[src/rtl/core/bemfzc_pkg.sv]
// Package for the back-EMF zero-crossing detector: sizes, types, register codes
// and reset values shared by the interfaces, the sequencer and the top level.
// No dependencies.
package bemfzc_pkg;

  localparam int HistDepth   = 32;
  localparam int AddrW       = $clog2(HistDepth);
  localparam int SizeW       = $clog2(HistDepth + 1);
  localparam int TickMult    = 1;
  localparam int TimeBits    = 32;
  localparam int SampleW     = 12;
  localparam int SumW        = 32;
  localparam int WordW       = 36;
  localparam int EntryW      = 3 * SampleW;
  localparam int MinAcceptUs = 300;
  localparam int QShift      = 15;
  localparam int FilterShift = 3;
  localparam int ResizeDiv   = 32;
  localparam int NeedDiv     = ResizeDiv * TickMult;

  localparam logic [15:0] HystReset   = 16'd64;
  localparam logic [11:0] MinLvlReset = 12'd100;
  localparam logic [15:0] GuardReset  = 16'd50;
  localparam logic [15:0] MaxPerReset = 16'd10000;
  localparam logic [15:0] AdvReset    = 16'd0;
  localparam logic [15:0] DetDlyReset = 16'd16;

  typedef logic [AddrW-1:0]          addr_t;
  typedef logic [SizeW-1:0]          size_t;
  typedef logic [EntryW-1:0]         entry_t;
  typedef logic [SampleW-1:0]        sample_t;
  typedef logic [TimeBits-1:0]       time_t;
  typedef logic signed [WordW-1:0]   word_t;

  typedef enum logic [2:0] {
    CFG_HYST    = 3'd0,
    CFG_MIN_LVL = 3'd1,
    CFG_GUARD   = 3'd2,
    CFG_MAX_PER = 3'd3,
    CFG_ADVANCE = 3'd4,
    CFG_DET_DLY = 3'd5
  } cfg_idx_e;

  typedef struct packed {
    logic [15:0] hysteresis;
    logic [11:0] min_level;
    logic [15:0] guard_time_us;
    logic [15:0] max_period_us;
    logic [15:0] advance_us;
    logic [15:0] detect_delay_us;
  } cfg_t;

  typedef struct packed {
    logic    operation;
    time_t   now_us;
    sample_t phase_a;
    sample_t phase_b;
    sample_t phase_c;
  } item_t;

  typedef struct packed {
    logic        alarm_valid;
    logic [15:0] alarm_delay_us;
    logic [15:0] crossing_period_us;
    logic [2:0]  phase_flags;
    size_t       window_length;
    logic        rejected_crossing;
  } result_t;

  function automatic word_t zx(input logic [SumW-1:0] v);
    return word_t'({{(WordW - SumW){1'b0}}, v});
  endfunction

endpackage

[src/rtl/core/bemfzc_if.sv]
// Valid/ready channel interfaces for the zero-crossing detector: sample input
// and result output. Depends on bemfzc_pkg.
interface bemfzc_in_if;
  logic                   valid;
  logic                   ready;
  logic                   operation;
  bemfzc_pkg::time_t      now_us;
  bemfzc_pkg::sample_t    phase_a;
  bemfzc_pkg::sample_t    phase_b;
  bemfzc_pkg::sample_t    phase_c;

  modport source (output valid, operation, now_us, phase_a, phase_b, phase_c, input ready);
  modport sink (input valid, operation, now_us, phase_a, phase_b, phase_c, output ready);
endinterface

interface bemfzc_out_if;
  logic                valid;
  logic                ready;
  logic                alarm_valid;
  logic [15:0]         alarm_delay_us;
  logic [15:0]         crossing_period_us;
  logic [2:0]          phase_flags;
  bemfzc_pkg::size_t   window_length;
  logic                rejected_crossing;

  modport source (output valid, alarm_valid, alarm_delay_us, crossing_period_us,
                  phase_flags, window_length, rejected_crossing, input ready);
  modport sink (input valid, alarm_valid, alarm_delay_us, crossing_period_us,
                phase_flags, window_length, rejected_crossing, output ready);
endinterface

[src/rtl/core/bemfzc_ram.sv]
// Generic single-write, single-read RAM with registered read data.
// No dependencies.
module bemfzc_ram #(
  parameter int Width = 8,
  parameter int Depth = 16
) (
  input  logic                     clk_i,
  input  logic                     we_i,
  input  logic [$clog2(Depth)-1:0] waddr_i,
  input  logic [Width-1:0]         wdata_i,
  input  logic [$clog2(Depth)-1:0] raddr_i,
  output logic [Width-1:0]         rdata_o
);

  logic [Width-1:0] mem_q [Depth];

  always_ff @(posedge clk_i) begin
    if (we_i) begin
      mem_q[waddr_i] <= wdata_i;
    end
    rdata_o <= mem_q[raddr_i];
  end

endmodule

[src/rtl/core/bemfzc_alu.sv]
// Shared three-operand adder of the detector: a + b - c on signed words.
// Depends on bemfzc_pkg.
module bemfzc_alu (
  input  bemfzc_pkg::word_t a_i,
  input  bemfzc_pkg::word_t b_i,
  input  bemfzc_pkg::word_t c_i,
  output bemfzc_pkg::word_t res_o
);
  import bemfzc_pkg::*;

  assign res_o = a_i + b_i - c_i;

endmodule

[src/rtl/core/bemfzc_ctrl.sv]
// Sequencer of the zero-crossing detector: window store, running sums,
// hysteresis tests, period filter and window resize, all through the shared
// adder and the window RAM. Depends on bemfzc_pkg.
module bemfzc_ctrl (
  input  logic                clk_i,
  input  logic                rst_ni,
  input  logic                in_valid_i,
  output logic                in_ready_o,
  input  bemfzc_pkg::item_t   item_i,
  input  logic                out_ready_i,
  output logic                out_valid_o,
  output bemfzc_pkg::result_t result_o,
  input  bemfzc_pkg::cfg_t    cfg_i,
  input  logic                reseed_i,
  output bemfzc_pkg::word_t   alu_a_o,
  output bemfzc_pkg::word_t   alu_b_o,
  output bemfzc_pkg::word_t   alu_c_o,
  input  bemfzc_pkg::word_t   alu_res_i,
  output logic                ram_we_o,
  output bemfzc_pkg::addr_t   ram_waddr_o,
  output bemfzc_pkg::entry_t  ram_wdata_o,
  output bemfzc_pkg::addr_t   ram_raddr_o,
  input  bemfzc_pkg::entry_t  ram_rdata_i
);
  import bemfzc_pkg::*;

  typedef enum logic [4:0] {
    ST_IDLE, ST_BLANK, ST_WR, ST_CAP, ST_SUM, ST_TOT1, ST_TOT2, ST_ELAP,
    ST_DWIN, ST_MEAN, ST_BIAS, ST_CMP, ST_DIFF, ST_FILT, ST_DL1, ST_DL2,
    ST_DW, ST_RESIZE, ST_GRD, ST_SHR, ST_SHW, ST_KR, ST_KW, ST_DONE
  } state_e;

  typedef enum logic [1:0] {
    M_SAMPLE, M_GROW, M_SHRINK
  } mode_e;

  state_e      state_q;
  mode_e       mode_q;
  logic [1:0]  ph_q;
  time_t       now_q;
  sample_t     smp_q [3];
  sample_t     old_q [3];
  logic [SumW-1:0] sum_q [3];
  addr_t       wp_q;
  size_t       ws_q;
  size_t       i_q;
  logic [2:0]  flags_q;
  logic        blank_q;
  time_t       comm_q;
  time_t       ct_q;
  time_t       el_q;
  logic [31:0] q_q;
  logic [15:0] pi_q;
  logic [15:0] dw_q;
  word_t       t_q;
  word_t       t2_q;
  logic [19:0] thr_q;
  logic        valid_q [HistDepth];
  logic        rd_vld_q;
  logic        alarm_q;
  logic        rej_q;
  logic [15:0] delay_q;
  logic        out_valid_q;
  result_t     res_q;

  entry_t      rd_data;
  addr_t       wp_next;
  addr_t       shr_wp;
  size_t       ws_dec;
  logic [15:0] per_clamp;
  logic [15:0] need;
  logic [13:0] lvl3;
  word_t       own, oth1, oth2;
  logic        res_load;

  assign rd_data   = rd_vld_q ? ram_rdata_i : '0;
  assign wp_next   = ((size_t'(wp_q) + size_t'(1)) == ws_q) ? '0 : addr_t'(wp_q + addr_t'(1));
  assign ws_dec    = ws_q - size_t'(1);
  assign shr_wp    = (size_t'(wp_q) >= ws_dec) ? '0 : wp_q;
  assign per_clamp = (el_q > time_t'(cfg_i.max_period_us)) ? cfg_i.max_period_us : el_q[15:0];
  assign need      = 16'(pi_q / NeedDiv);
  assign lvl3      = 14'(3 * 32'(cfg_i.min_level) + 1);
  assign own       = zx(sum_q[ph_q]);
  assign oth1      = (ph_q == 2'd0) ? zx(sum_q[1]) : zx(sum_q[0]);
  assign oth2      = (ph_q == 2'd2) ? zx(sum_q[1]) : zx(sum_q[2]);
  assign res_load  = (state_q == ST_DONE) && (!out_valid_q || out_ready_i);

  always_comb begin
    alu_a_o     = '0;
    alu_b_o     = '0;
    alu_c_o     = '0;
    ram_we_o    = 1'b0;
    ram_waddr_o = wp_q;
    ram_wdata_o = {smp_q[0], smp_q[1], smp_q[2]};
    ram_raddr_o = wp_q;
    unique case (state_q)
      ST_BLANK: begin
        alu_a_o = zx(32'(now_q));
        alu_c_o = zx(32'(comm_q));
      end
      ST_WR: begin
        ram_we_o    = 1'b1;
        ram_raddr_o = wp_next;
      end
      ST_SUM: begin
        alu_a_o = zx(sum_q[ph_q]);
        unique case (mode_q)
          M_SAMPLE: begin
            alu_b_o = zx(32'(smp_q[ph_q]));
            alu_c_o = zx(32'(old_q[ph_q]));
          end
          M_GROW:   alu_b_o = zx(32'(old_q[ph_q]));
          default:  alu_c_o = zx(32'(old_q[ph_q]));
        endcase
      end
      ST_TOT1: begin
        alu_a_o = zx(sum_q[0]);
        alu_b_o = zx(sum_q[1]);
      end
      ST_TOT2: begin
        alu_a_o = t_q;
        alu_b_o = zx(sum_q[2]);
        alu_c_o = zx(32'(thr_q));
      end
      ST_ELAP: begin
        alu_a_o = zx(32'(now_q));
        alu_c_o = zx(32'(ct_q));
      end
      ST_DWIN: begin
        alu_a_o = zx(32'(dw_q));
        alu_c_o = zx(32'(el_q));
      end
      ST_MEAN: begin
        alu_a_o = oth1;
        alu_b_o = oth2;
      end
      ST_BIAS: begin
        // rising test biases the mean, falling test biases the own sum
        alu_a_o = flags_q[ph_q] ? own : t_q;
        alu_b_o = zx(32'(cfg_i.hysteresis));
      end
      ST_CMP: begin
        alu_a_o = flags_q[ph_q] ? t_q : own;
        alu_c_o = t2_q;
      end
      ST_DIFF: begin
        alu_a_o = zx(32'(per_clamp) << QShift);
        alu_c_o = zx(q_q);
      end
      ST_FILT: begin
        alu_a_o = zx(q_q);
        alu_b_o = t_q >>> FilterShift;
      end
      ST_DL1: begin
        alu_a_o = zx(32'(pi_q >> 1));
        alu_c_o = zx(32'(cfg_i.detect_delay_us) * (HistDepth / 2));
      end
      ST_DL2: begin
        alu_a_o = t_q;
        alu_c_o = zx(32'(cfg_i.advance_us));
      end
      ST_DW: begin
        alu_a_o = zx(32'(pi_q));
        alu_b_o = zx(32'(pi_q) << 1);
      end
      ST_SHR: ram_raddr_o = addr_t'(i_q - size_t'(1));
      ST_SHW: begin
        ram_we_o    = 1'b1;
        ram_waddr_o = addr_t'(i_q);
        ram_wdata_o = rd_data;
      end
      ST_KR: begin
        ram_raddr_o = ((i_q + size_t'(1)) < ws_q) ? addr_t'(i_q + size_t'(1)) : shr_wp;
      end
      ST_KW: begin
        ram_we_o    = 1'b1;
        ram_waddr_o = addr_t'(i_q);
        ram_wdata_o = rd_data;
      end
      default: ;
    endcase
  end

  always_ff @(posedge clk_i or negedge rst_ni) begin
    if (!rst_ni) begin
      state_q     <= ST_IDLE;
      mode_q      <= M_SAMPLE;
      ph_q        <= '0;
      now_q       <= '0;
      smp_q       <= '{default: '0};
      old_q       <= '{default: '0};
      sum_q       <= '{default: '0};
      wp_q        <= '0;
      ws_q        <= size_t'(HistDepth);
      i_q         <= '0;
      flags_q     <= '0;
      blank_q     <= 1'b0;
      comm_q      <= '0;
      ct_q        <= '0;
      el_q        <= '0;
      q_q         <= 32'(MaxPerReset >> 1) << QShift;
      pi_q        <= MaxPerReset >> 1;
      dw_q        <= MaxPerReset;
      t_q         <= '0;
      t2_q        <= '0;
      thr_q       <= '0;
      valid_q     <= '{default: 1'b0};
      rd_vld_q    <= 1'b0;
      alarm_q     <= 1'b0;
      rej_q       <= 1'b0;
      delay_q     <= '0;
      out_valid_q <= 1'b0;
      res_q       <= '0;
    end else begin
      rd_vld_q <= valid_q[ram_raddr_o];
      if (res_load) begin
        out_valid_q <= 1'b1;
      end else if (out_ready_i) begin
        out_valid_q <= 1'b0;
      end
      if (reseed_i) begin
        q_q  <= 32'(cfg_i.max_period_us >> 1) << QShift;
        pi_q <= cfg_i.max_period_us >> 1;
      end
      unique case (state_q)
        ST_IDLE: begin
          if (in_valid_i) begin
            now_q    <= item_i.now_us;
            smp_q[0] <= item_i.phase_a;
            smp_q[1] <= item_i.phase_b;
            smp_q[2] <= item_i.phase_c;
            alarm_q  <= 1'b0;
            rej_q    <= 1'b0;
            delay_q  <= '0;
            if (item_i.operation) begin
              blank_q <= 1'b1;
              comm_q  <= item_i.now_us;
              state_q <= ST_DONE;
            end else begin
              state_q <= ST_BLANK;
            end
          end
        end
        ST_BLANK: begin
          if (!blank_q) begin
            state_q <= ST_WR;
          end else if (alu_res_i[TimeBits-1:0] > time_t'(cfg_i.guard_time_us)) begin
            blank_q <= 1'b0;
            state_q <= ST_WR;
          end else begin
            state_q <= ST_DONE;
          end
        end
        ST_WR: begin
          valid_q[wp_q] <= 1'b1;
          wp_q          <= wp_next;
          mode_q        <= M_SAMPLE;
          state_q       <= ST_CAP;
        end
        ST_CAP: begin
          old_q[0] <= rd_data[3*SampleW-1:2*SampleW];
          old_q[1] <= rd_data[2*SampleW-1:SampleW];
          old_q[2] <= rd_data[SampleW-1:0];
          thr_q    <= 20'(lvl3) * 20'(ws_q);
          ph_q     <= '0;
          state_q  <= ST_SUM;
        end
        ST_SUM: begin
          sum_q[ph_q] <= alu_res_i[SumW-1:0];
          if (ph_q == 2'd2) begin
            ph_q <= '0;
            unique case (mode_q)
              M_SAMPLE: state_q <= ST_TOT1;
              M_GROW: begin
                i_q     <= ws_q;
                state_q <= ST_SHR;
              end
              default: state_q <= ST_DONE;
            endcase
          end else begin
            ph_q <= ph_q + 2'd1;
          end
        end
        ST_TOT1: begin
          t_q     <= alu_res_i;
          state_q <= ST_TOT2;
        end
        ST_TOT2: begin
          // mean level test: total >= (3 * min_level + 1) * window
          state_q <= alu_res_i[WordW-1] ? ST_DONE : ST_ELAP;
        end
        ST_ELAP: begin
          el_q    <= alu_res_i[TimeBits-1:0];
          state_q <= ST_DWIN;
        end
        ST_DWIN: begin
          ph_q    <= '0;
          state_q <= alu_res_i[WordW-1] ? ST_MEAN : ST_DONE;
        end
        ST_MEAN: begin
          t_q     <= alu_res_i >>> 1;
          state_q <= ST_BIAS;
        end
        ST_BIAS: begin
          t2_q    <= alu_res_i;
          state_q <= ST_CMP;
        end
        ST_CMP: begin
          if (!alu_res_i[WordW-1]) begin
            flags_q[ph_q] <= ~flags_q[ph_q];
            if (el_q > time_t'(MinAcceptUs)) begin
              state_q <= ST_DIFF;
            end else begin
              ct_q    <= now_q;
              rej_q   <= 1'b1;
              state_q <= ST_DONE;
            end
          end else if (ph_q == 2'd2) begin
            state_q <= ST_DONE;
          end else begin
            ph_q    <= ph_q + 2'd1;
            state_q <= ST_MEAN;
          end
        end
        ST_DIFF: begin
          t_q     <= alu_res_i;
          state_q <= ST_FILT;
        end
        ST_FILT: begin
          q_q     <= alu_res_i[31:0];
          pi_q    <= alu_res_i[QShift+15:QShift];
          state_q <= ST_DL1;
        end
        ST_DL1: begin
          t_q     <= alu_res_i;
          state_q <= ST_DL2;
        end
        ST_DL2: begin
          priority if (alu_res_i[WordW-1]) begin
            delay_q <= '0;
          end else if (alu_res_i > word_t'(16'hFFFF)) begin
            delay_q <= 16'hFFFF;
          end else begin
            delay_q <= alu_res_i[15:0];
          end
          alarm_q <= 1'b1;
          state_q <= ST_DW;
        end
        ST_DW: begin
          dw_q    <= alu_res_i[17:2];
          blank_q <= 1'b0;
          ct_q    <= now_q;
          state_q <= ST_RESIZE;
        end
        ST_RESIZE: begin
          priority if ((17'(need) > 17'(ws_q) + 17'd1) && (ws_q < size_t'(HistDepth))) begin
            mode_q  <= M_GROW;
            state_q <= ST_GRD;
          end else if ((17'(need) + 17'd1 < 17'(ws_q)) && (need > 16'd1)) begin
            i_q     <= size_t'(wp_q);
            state_q <= ST_KR;
          end else begin
            state_q <= ST_DONE;
          end
        end
        ST_GRD: state_q <= ST_CAP;
        ST_SHR: begin
          // open a gap at the write position, top entry first
          if (i_q > size_t'(wp_q)) begin
            state_q <= ST_SHW;
          end else begin
            ws_q    <= ws_q + size_t'(1);
            state_q <= ST_DONE;
          end
        end
        ST_SHW: begin
          valid_q[addr_t'(i_q)] <= 1'b1;
          i_q                   <= i_q - size_t'(1);
          state_q               <= ST_SHR;
        end
        ST_KR: begin
          if ((i_q + size_t'(1)) < ws_q) begin
            state_q <= ST_KW;
          end else begin
            ws_q    <= ws_dec;
            wp_q    <= shr_wp;
            mode_q  <= M_SHRINK;
            state_q <= ST_CAP;
          end
        end
        ST_KW: begin
          valid_q[addr_t'(i_q)] <= 1'b1;
          i_q                   <= i_q + size_t'(1);
          state_q               <= ST_KR;
        end
        ST_DONE: begin
          if (res_load) begin
            res_q.alarm_valid        <= alarm_q;
            res_q.alarm_delay_us     <= delay_q;
            res_q.crossing_period_us <= pi_q;
            res_q.phase_flags        <= flags_q;
            res_q.window_length      <= ws_q;
            res_q.rejected_crossing  <= rej_q;
            state_q                  <= ST_IDLE;
          end
        end
        default: state_q <= ST_IDLE;
      endcase
    end
  end

  assign in_ready_o  = (state_q == ST_IDLE);
  assign out_valid_o = out_valid_q;
  assign result_o    = res_q;

endmodule

[src/rtl/core/bemf_zero_crossing_detector_top.sv]
// Top level of the back-EMF zero-crossing detector: configuration registers,
// sequencer, shared adder and window RAM. Depends on bemfzc_pkg, bemfzc_if,
// bemfzc_ram, bemfzc_alu and bemfzc_ctrl.
//
//   channel  direction  handshake          contents
//   in_i     sink       valid/ready        operation, now_us, phase_a/b/c
//   out_o    source     valid/ready        alarm, delay, period, flags, window, reject
//   cfg      write      cfg_we_i           cfg_idx_i selects, cfg_data_i value
//
// A processed sample takes longer than a marker or a blanked sample, the more
// so the further the three hysteresis tests run; a resize adds entry moves
// through the window RAM. Sums, tests, period filter and delay use the shared
// adder; index steps and the level threshold have their own logic. Reset
// leaves the window RAM contents alone: per-entry valid bits make unwritten
// entries read as zero. A finished result waits in the output register while
// the next transaction is taken; a held result stalls only the next completion.
module bemf_zero_crossing_detector_top (
  input  logic                clk_i,
  input  logic                rst_ni,
  bemfzc_in_if.sink           in_i,
  bemfzc_out_if.source        out_o,
  input  logic                cfg_we_i,
  input  logic [2:0]          cfg_idx_i,
  input  logic [15:0]         cfg_data_i
);
  import bemfzc_pkg::*;

  cfg_t    cfg_q;
  logic    reseed_q;
  item_t   item;
  result_t result;
  word_t   alu_a, alu_b, alu_c, alu_res;
  logic    ram_we;
  addr_t   ram_waddr, ram_raddr;
  entry_t  ram_wdata, ram_rdata;

  always_ff @(posedge clk_i or negedge rst_ni) begin
    if (!rst_ni) begin
      cfg_q.hysteresis      <= HystReset;
      cfg_q.min_level       <= MinLvlReset;
      cfg_q.guard_time_us   <= GuardReset;
      cfg_q.max_period_us   <= MaxPerReset;
      cfg_q.advance_us      <= AdvReset;
      cfg_q.detect_delay_us <= DetDlyReset;
      reseed_q              <= 1'b0;
    end else begin
      reseed_q <= 1'b0;
      if (cfg_we_i) begin
        unique case (cfg_idx_i)
          CFG_HYST:    cfg_q.hysteresis      <= cfg_data_i;
          CFG_MIN_LVL: cfg_q.min_level       <= cfg_data_i[11:0];
          CFG_GUARD:   cfg_q.guard_time_us   <= cfg_data_i;
          CFG_MAX_PER: begin
            cfg_q.max_period_us <= cfg_data_i;
            reseed_q            <= 1'b1;
          end
          CFG_ADVANCE: cfg_q.advance_us      <= cfg_data_i;
          CFG_DET_DLY: cfg_q.detect_delay_us <= cfg_data_i;
          default: ;
        endcase
      end
    end
  end

  assign item.operation = in_i.operation;
  assign item.now_us    = in_i.now_us;
  assign item.phase_a   = in_i.phase_a;
  assign item.phase_b   = in_i.phase_b;
  assign item.phase_c   = in_i.phase_c;

  bemfzc_ctrl u_ctrl (
    .clk_i       (clk_i),
    .rst_ni      (rst_ni),
    .in_valid_i  (in_i.valid),
    .in_ready_o  (in_i.ready),
    .item_i      (item),
    .out_ready_i (out_o.ready),
    .out_valid_o (out_o.valid),
    .result_o    (result),
    .cfg_i       (cfg_q),
    .reseed_i    (reseed_q),
    .alu_a_o     (alu_a),
    .alu_b_o     (alu_b),
    .alu_c_o     (alu_c),
    .alu_res_i   (alu_res),
    .ram_we_o    (ram_we),
    .ram_waddr_o (ram_waddr),
    .ram_wdata_o (ram_wdata),
    .ram_raddr_o (ram_raddr),
    .ram_rdata_i (ram_rdata)
  );

  bemfzc_alu u_alu (
    .a_i   (alu_a),
    .b_i   (alu_b),
    .c_i   (alu_c),
    .res_o (alu_res)
  );

  bemfzc_ram #(
    .Width (EntryW),
    .Depth (HistDepth)
  ) u_ram (
    .clk_i   (clk_i),
    .we_i    (ram_we),
    .waddr_i (ram_waddr),
    .wdata_i (ram_wdata),
    .raddr_i (ram_raddr),
    .rdata_o (ram_rdata)
  );

  assign out_o.alarm_valid        = result.alarm_valid;
  assign out_o.alarm_delay_us     = result.alarm_delay_us;
  assign out_o.crossing_period_us = result.crossing_period_us;
  assign out_o.phase_flags        = result.phase_flags;
  assign out_o.window_length      = result.window_length;
  assign out_o.rejected_crossing  = result.rejected_crossing;

endmodule

[src/flat_wrapper.sv]
// flat-port wrapper written by rule: the top's interface ports become plain ports
module bemf_zero_crossing_detector_top_flat import bemfzc_pkg::*;
  (clk_i, rst_ni, cfg_we_i, cfg_idx_i, cfg_data_i, in_i_valid, in_i_operation, in_i_now_us, in_i_phase_a, in_i_phase_b, in_i_phase_c, in_i_ready, out_o_valid, out_o_alarm_valid, out_o_alarm_delay_us, out_o_crossing_period_us, out_o_phase_flags, out_o_window_length, out_o_rejected_crossing, out_o_ready);
  bemfzc_in_if in_i_i ();
  bemfzc_out_if out_o_i ();
  input  logic clk_i;
  input  logic rst_ni;
  input  logic cfg_we_i;
  input  logic [2:0] cfg_idx_i;
  input  logic [15:0] cfg_data_i;
  input wire logic [$bits(in_i_i.valid)-1:0] in_i_valid;
  input wire logic [$bits(in_i_i.operation)-1:0] in_i_operation;
  input wire logic [$bits(in_i_i.now_us)-1:0] in_i_now_us;
  input wire logic [$bits(in_i_i.phase_a)-1:0] in_i_phase_a;
  input wire logic [$bits(in_i_i.phase_b)-1:0] in_i_phase_b;
  input wire logic [$bits(in_i_i.phase_c)-1:0] in_i_phase_c;
  output wire logic [$bits(in_i_i.ready)-1:0] in_i_ready;
  output wire logic [$bits(out_o_i.valid)-1:0] out_o_valid;
  output wire logic [$bits(out_o_i.alarm_valid)-1:0] out_o_alarm_valid;
  output wire logic [$bits(out_o_i.alarm_delay_us)-1:0] out_o_alarm_delay_us;
  output wire logic [$bits(out_o_i.crossing_period_us)-1:0] out_o_crossing_period_us;
  output wire logic [$bits(out_o_i.phase_flags)-1:0] out_o_phase_flags;
  output wire logic [$bits(out_o_i.window_length)-1:0] out_o_window_length;
  output wire logic [$bits(out_o_i.rejected_crossing)-1:0] out_o_rejected_crossing;
  input wire logic [$bits(out_o_i.ready)-1:0] out_o_ready;
  assign in_i_i.valid = in_i_valid;
  assign in_i_i.operation = in_i_operation;
  assign in_i_i.now_us = in_i_now_us;
  assign in_i_i.phase_a = in_i_phase_a;
  assign in_i_i.phase_b = in_i_phase_b;
  assign in_i_i.phase_c = in_i_phase_c;
  assign in_i_ready = in_i_i.ready;
  assign out_o_valid = out_o_i.valid;
  assign out_o_alarm_valid = out_o_i.alarm_valid;
  assign out_o_alarm_delay_us = out_o_i.alarm_delay_us;
  assign out_o_crossing_period_us = out_o_i.crossing_period_us;
  assign out_o_phase_flags = out_o_i.phase_flags;
  assign out_o_window_length = out_o_i.window_length;
  assign out_o_rejected_crossing = out_o_i.rejected_crossing;
  assign out_o_i.ready = out_o_ready;
  bemf_zero_crossing_detector_top u_core (.clk_i(clk_i), .rst_ni(rst_ni), .in_i(in_i_i), .out_o(out_o_i), .cfg_we_i(cfg_we_i), .cfg_idx_i(cfg_idx_i), .cfg_data_i(cfg_data_i));
endmodule
[config.mk]
export PLATFORM = sky130hd
export DESIGN_NAME = bemf_zero_crossing_detector_top_flat
export DESIGN_NICKNAME = d
export VERILOG_FILES = /design/src/rtl/core/bemfzc_pkg.sv /design/src/rtl/core/bemfzc_if.sv /design/src/rtl/core/bemfzc_ram.sv /design/src/rtl/core/bemfzc_alu.sv /design/src/rtl/core/bemfzc_ctrl.sv /design/src/rtl/core/bemf_zero_crossing_detector_top.sv /design/src/flat_wrapper.sv
export SDC_FILE = /design/constraint.sdc
export NUM_CORES = 2
export LEC_CHECK = 0
export ABC_CLOCK_PERIOD_IN_PS = 6470
export BUFFER_PORTS_ARGS = -buffer_cell sky130_fd_sc_hd__buf_2
export CAP_MARGIN = 20
export CELL_PAD_IN_SITES_DETAIL_PLACEMENT = 0
export CELL_PAD_IN_SITES_GLOBAL_PLACEMENT = 1
export CORE_AREA = 2 2 323 565
export CTS_CLUSTER_SIZE = 25
export DETAILED_ROUTE_END_ITERATION = 6
export DIE_AREA = 0 0 325 567
export HOLD_SLACK_MARGIN = 0.05
export PLACE_DENSITY = 0.73
export SYNTH_ARGS = -nofsm -noshare
export SYNTH_HDL_FRONTEND = slang
export SYNTH_SLANG_ARGS = --single-unit
export TNS_END_PERCENT = 100
[constraint.sdc]
create_clock -name clk_i -period 6.47 [get_ports clk_i]
set_input_delay 0.3235 -clock clk_i [delete_from_list [all_inputs] [get_ports clk_i]]
set_output_delay 0.3235 -clock clk_i [all_outputs]
set_load 0.01 [all_outputs]
# Word-level counts from Yosys, hierarchy flattened
# Memories as Yosys holds them, arrays and structs flattened. A register that Yosys moved wholly into a read port is not among the register bits.
# Index checks and enable logic that the tools add are counted.
[totals]
regBits = 670
latchBits = 0
mem_bits_rw = 1152
rom_bits = 0
inputBits = 93
output_inout_bits = 45
wordCells = 323
memories = 1
[mem_list]
columns = ["memory", "depth", "word_bits", "rd", "rd_clocked_by_memory_dff", "write_ports", "line", "source"]
rows = [
  ["u_core.u_ram.mem_q", 32, 36, 1, 1, 1, "bemfzc_ram.sv:15", "logic [Width-1:0] mem_q [Depth];"],
]
[classes]
add_sub_neg = 12
n_mul = 2
div_mod_pow = 0
n_lt_le_gt_ge = 20
eq_ne = 45
shift = 0
muxes = 105
bitwise_logic = 8
n_reduce_logical = 53
[ops]
columns = ["op", "n"]
rows = [
  ["one-hot mux 36 bit (12 select lines)", 1],
  ["one-hot mux 36 bit (9 select lines)", 1],
  ["two-way mux 32 bit", 9],
  ["one-hot mux 36 bit (7 select lines)", 1],
  ["two-way mux 36 bit", 4],
  ["one-hot mux 32 bit (2 select lines)", 2],
  ["one-hot mux 5 bit (23 select lines)", 1],
  ["bitwise mux 96 bit", 1],
  ["two-way mux 16 bit", 6],
  ["two-way mux 5 bit", 17],
  ["one-hot mux 36 bit (2 select lines)", 1],
  ["binary-select mux 32 bit (select 2 bit)", 1],
  ["demux 32 bit (select 2 bit)", 1],
  ["greater-than comparator 32 x 16 -> 1 bit", 2],
  ["OR 32 bit", 2],
  ["two-way mux 12 bit", 5],
  ["binary-select mux 12 bit (select 2 bit)", 2],
  ["== test 5 x 4 -> 1 bit (second input constant)", 8],
  ["== test 5 bit (second input constant)", 8],
  ["adder 36 bit", 1],
  ["greater-than comparator 36 x 17 -> 1 bit (second input constant)", 1],
  ["two-way mux 6 bit", 6],
  ["subtractor 36 bit", 1],
  ["greater-than comparator 32 x 9 -> 1 bit (second input constant)", 1],
  ["other kinds (68)", 162],
]

# Longest topological paths before layout
[depth]
depth_word = 12
ltp_mapped = 32
ltp_nobuf = 28

# By module
# Synthesis repeated with hierarchy kept, for this count alone.
[hier_totals]
cells_unflattened = 6708
hier_area_um2 = 85918.7
[modules_own_cells]
columns = ["module", "instances", "cells_each", "area_per_inst_um2", "seq_area_each_um2"]
rows = [
  ["bemfzc_ram", 1, 2536, 45588.7, 35313.9],
  ["bemfzc_ctrl", 1, 3526, 33589.7, 14052.2],
  ["bemf_zero_crossing_detector_top", 1, 201, 3557.2, 2343.5],
  ["bemfzc_alu", 1, 445, 3183.1, 0.0],
]

# Worst setup path after synthesis
# OpenSTA, ideal clock, no wires.
[synth_path]
path_type = "register -> register"
startpoint = "reg u_core.u_ctrl.ph_q[1]"
endpoint = "reg u_core.u_ctrl.state_q[4]"
setup_ns = 0.088
t_arrival_ns = 6.815
setup_slack_ns = -0.433
path_stages_with_launch = 33
synth_period_minus_slack_ns = 6.903
cell_sequence = "dfrtp_1 > clkbuf_1 > buf_1 > buf_1 > inv_1 > ha_1 > inv_1 > a21oi_1 > nor3_1 > clkbuf_1 > a222oi_1 > nand3_1 > a221oi_1 > fa_1 > inv_1 > fa_1 > a211oi_1 > o21ai_0 > a21o_1 > a21oi_1 > xor2_1 > inv_1 > ha_1 > a21o_1 > a21o_1 > a21o_1 > a21oi_1 > nor2b_1 > o31a_1 > o211ai_1 > nand4_1 > or2_1 > a41oi_1"
[synth_via]
elab_chain_len = 12
[synth_lines]
columns = ["element", "line", "source"]
rows = [
  ["from (decl)", "bemfzc_ctrl.sv:39", "logic [1:0] ph_q;"],
  ["from (signal assigned)", "bemfzc_ctrl.sv:281", "ph_q <= ph_q + 2'd1;"],
  ["from (signal assigned)", "bemfzc_ctrl.sv:321", "ph_q <= ph_q + 2'd1;"],
  ["NOT 2 -> 3 bit (implied by the code)", "--", ""],
  ["binary-select mux 12 bit (select 2 bit) (tied with other cells)", "bemfzc_ctrl.sv:110, bemfzc_ctrl.sv:112, bemfzc_ctrl.sv:113", ""],
  ["two-way mux 12 bit (implied by the code) (tied with other cells) (2 in a row)", "bemfzc_ctrl.sv:110, bemfzc_ctrl.sv:112, bemfzc_ctrl.sv:113", ""],
  ["one-hot mux 12 bit (2 select lines) (tied with other cells)", "bemfzc_ctrl.sv:107", "unique case (mode_q)"],
  ["one-hot mux 36 bit (7 select lines) or one-hot mux 36 bit (12 select lines) (tied branches)", "bemfzc_ctrl.sv:96", "unique case (state_q)"],
  ["adder 36 bit", "bemfzc_alu.sv:11", "assign res_o = a_i + b_i - c_i;"],
  ["subtractor 36 bit (*)", "bemfzc_alu.sv:11", ""],
  ["named net u_core.alu_res[8]", "bemf_zero_crossing_detector_top.sv:32", "word_t alu_a, alu_b, alu_c, alu_res;"],
  ["greater-than comparator 32 x 16 -> 1 bit (*)", "bemfzc_ctrl.sv:247", "end else if (alu_res_i[TimeBits-1:0] > time_t'(cfg_i.guard_time_us)) begin"],
  ["two-way mux 5 bit (*)", "bemfzc_ctrl.sv:247", ""],
  ["two-way mux 5 bit (*)", "bemfzc_ctrl.sv:245", "if (!blank_q) begin"],
  ["one-hot mux 5 bit (23 select lines) (*)", "bemfzc_ctrl.sv:225", "unique case (state_q)"],
  ["to (signal assigned)", "bemfzc_ctrl.sv:290", "state_q <= alu_res_i[WordW-1] ? ST_DONE : ST_ELAP;"],
  ["to (signal assigned)", "bemfzc_ctrl.sv:298", "state_q <= alu_res_i[WordW-1] ? ST_MEAN : ST_DONE;"],
  ["to (decl)", "bemfzc_ctrl.sv:37", "state_e state_q;"],
]
# The timed path passes the listed nets; every way through them passes the cells marked *. The select of a mux whose other input is x is not followed.
# A chain may end at the register's enable or synchronous reset.

# Worst setup path after layout
# Same ends and word-level chain as after synthesis.

==> results.md <==
* DP Area at 91720 µm²
* Antenna-violating nets left at 0
* Min-delay worst type: input port to asynchronous set/reset pin
* Initial Util at 46.76%
* Clk slew on worst S/H paths at 0.06 ns
* Die Span Y at approximately 570 µm
* Syn Nets at ~7.1k
* Gr ovfl total at 0
* Cell variety after synth at 90
* Seq cells post-synth at 1842
* Fin crit share at 97.61%
* Site row count at approximately 200
* Asr flop ratio synth at 35.50%
* H-tree levels at 4
* Worst setup path startpoint: u_core.u_ctrl.ph_q[1]
* Post-synth EDFFs at 1152
* Drt wl/cell at 33.23 µm
* RR Endpoint: u_core.u_ctrl.state_q[4]
* Cells after Synth at roughly 6.7k
* Multi-input gate area at approximately 31000 µm²
* Layout area overhead at 18.62%
* Num CTS Buffers at 177
* Layout cells sized above 1 at between 20% and 30%
* Gpl congestion at 1.049
* Relative slew slack at 8.071%
* Register area share after synthesis at 61.56%
* Avg Cell Area, Syn at 12.49 µm²
* CP required at 7.19 ns
* Mapped cell area at ~84000 µm²
* Insertion delay to the later sink of the worst-skew pair at roughly 0.86 ns
* FF+latch area at between 50000 and 60000 µm²
* WL final at approximately 330 mm
* # Max-Cap Violations at 0
* CP Capture Type: register
* Min Tclk post-route at 6.316 ns
* First-pass GRT wire length at 454.7 mm
* Vias in the first global route at ~62k
* GRT Util Overall at 34.77%
* DRC Markers at 21
* Post-route cell area at 99640 µm²
* Peak Freq at 158.3 MHz
* Die W at 325 µm
* Initial antenna violation count at 13
* Clk root buf: clkbuf_16
* # setup viols final at 0
* DR vias at 62.42k
* Worst Tran Pin Value at between 1 and 1.5 ns
* Warnings, synthesis at 0
* Crit path kind: register to register
* DP HPWL at about 220 mm
* Layout Utilization at 55.47%
* RR Startpoint: u_core.u_ctrl.ph_q[1]
* Largest stage delay, worst path at 0.49 ns
* Worst-path maximum fanout at 12
* Primary FF master, synth: edfxtp_1
* CTS tree: done
* Startpoint types: register
* Die area at 184300 µm²
* Top Ports at 138
* Most frequent CP cell: inv_1
* Placeable Area at 179700 µm²
* Fin nets at 7647
* Largest net degree at the start of global routing at 149
* Worst slack, placed at -0.3412 ns
* CP arrival at around 7.0 ns
* Final WS setup at 0.1543 ns
* Critical path's slowest cell: dfrtp_4
* RSZ-0062 raised after global routing: true
* Run status: complete, but fails checks
* Final Hold Violating Endpoints at 0
* Worst Reg2Reg Path Length in Cells at 30
* Port buffer count at 137
* Failing checks: design-rule violations
* Setup crit end: u_core.u_ctrl.state_q[4]
* Slew Limit Fails at 0
* Dpl cells at 9410
* Vias per inst at around 6.3
* Clock Sinks at 1842
* Final Skew at about 0.069 ns
* TritonRoute pass-1 iters at 7
* First-iteration detailed-routing DRC count at approximately 6.5k
* # fillers at about 15k
* Max Root-Sink Buffers at 4
* Reg2Reg Setup Slack at 0.15 ns
* Non-filler instance count after layout at between 9k and 10k
[per-stage QoR]
step | hold slack (ns) | setup TNS [ns]
finish | 0.03193 | 0
detailed placement | 0.3317 | -8.850
floorplan | 0.02791 | -0.001901
global placement | 0.3274 | -4.434
global route | 0.1012 | -0.6234
CTS | 0.05162 | 0
[state kept, by name, summed over array words and instances (netlist names), 3 cells and up]
name / cells
u_core.u_ram.rdata_o: 36
u_core.u_ctrl.el_q: 32
u_core.u_ctrl.q_q: 32
u_core.u_ctrl.now_q: 32
u_core.u_ctrl.wp_q: 5
u_core.u_ctrl.comm_q: 32
u_core.u_ctrl.result_o: 43
u_core.u_ram.mem_q: 1152
u_core.u_ctrl.old_q: 36
u_core.u_ctrl.t2_q: 36
u_core.u_ctrl.dw_q: 16
u_core.u_ctrl.t_q: 36
u_core.u_ctrl.sum_q: 96
u_core.u_ctrl.ws_q: 6
u_core.u_ctrl.valid_q: 32
u_core.u_ctrl.delay_q: 16
u_core.u_ctrl.flags_q: 3
u_core.u_ctrl.i_q: 6
u_core.u_ctrl.ct_q: 32
u_core.u_ctrl.smp_q: 36
u_core.u_ctrl.thr_q: 20
u_core.cfg_q: 92
u_core.u_ctrl.state_q: 5
[cell type report]
class / count / area share (%)
sequential: 1842 / 51.90
inverter: 205 / 0.7722
antenna: 8 / 0.02009
tap: 2392 / 3.004
clock inverter: 94 / 1.180
multi-input combinational: 4246 / 31.11
timing repair buffer: 845 / 7.245
clock buffer: 217 / 4.769
[placed cells by master (no fill, tap or decap), types with 142 or more instances in the layout]
cell / netlist / layout
inv_1: 204 / 203
nand2_1: 1220 / 1207
buf_4: 10 / 532
clkbuf_16: 0 / 180
edfxtp_1: 1152 / 1152
mux2_2: 261 / 261
a32oi_1: 234 / 234
mux2i_1: 396 / 394
dfrtp_1: 630 / 626
o21ai_0: 450 / 397
a21oi_1: 169 / 142
ha_1: 152 / 143
[logic make-up after synthesis]
group	after synthesis	synth area share, %
flops	1842	61.56
simple gates	1767	9.393
compound gates	1507	12.67
mux	661	8.271
buf+inv	638	3.040
fa+ha+maj	237	4.290
xor+xnor	74	0.7805
[Yosys cell counts (all sizes together) (24+ instances only)]
cell,count,area (µm²)
a22oi,130,985.9
clkbuf,306,1149
and2,25,156.4
a221oi,75,656.9
ha,152,1902
a32o,73,730.7
dfstp,24,630.6
dfxtp,36,720.7
nor2,156,595.6
dfrtp,630,15770
xnor2,49,436.7
a21o,33,247.7
nor4,48,509.2
nand4,59,369.1
nor2b,34,212.7
nor3,43,225.2
o221ai,31,271.5
a21oi,169,845.8
xor2,25,219.0
o21ai,461,2322
a32oi,234,2049
nand3,70,350.3
fa,85,1702
mux2,265,2984
mux2i,396,3964
a211oi,45,337.8
a222oi,61,610.6
o211ai,33,247.7
inv,204,765.7
buf,127,635.6
nand2,1220,4579
edfxtp,1152,34590
[layer usage]
metal / share of wire [%] / global-route usage [%] / routed length (µm) / vias up
met4: 10 / 29.96 / 34040 / 6
li1: - / - / - / 26356
met1: 33 / 37.00 / 108600 / 31608
met2: 50 / 60.27 / 163100 / 3227
met3: 6.6 / 5.260 / 21470 / 1226
met5: 0.014 / 0 / 45 / -
[how the worst min path moves through the flow]
stage               startpoint                        to
floorplan               rst_ni           u_core.cfg_q[0]
global route            rst_ni  u_core.u_ctrl.comm_q[24]
finish                  rst_ni  u_core.u_ctrl.comm_q[24]
global placement        rst_ni  u_core.u_ctrl.comm_q[24]
CTS                     rst_ni  u_core.u_ctrl.comm_q[24]
detailed placement      rst_ni  u_core.u_ctrl.comm_q[24]
[worst max-delay path: cells and delay by family, from the launching register on]
kind / cells / cell delay, ns
AOI/OAI and AO/OA: 11 / 2.26
xor gates and xnor gates: 1 / 0.19
adders and majority gates: 4 / 1.21
buffers and inverters: 9 / 1.14
DFF: 1 / 0.49
and+or+nand+nor: 5 / 0.90
[repair_timing]
action / CTS / global route
cloned: 1 / 1
hold endpoints to repair: 202 / 0
gates resized for setup: 24 / 123
buffers inserted: 2 / 10
endpoints found under the setup margin: 57 / 68
pin swaps: 6 / 44
hold buffers: 88 / 0
Power is left out: the tool's default activity adds up to more than one toggle a clock period on the data nets, which glitch-free logic cannot reach.
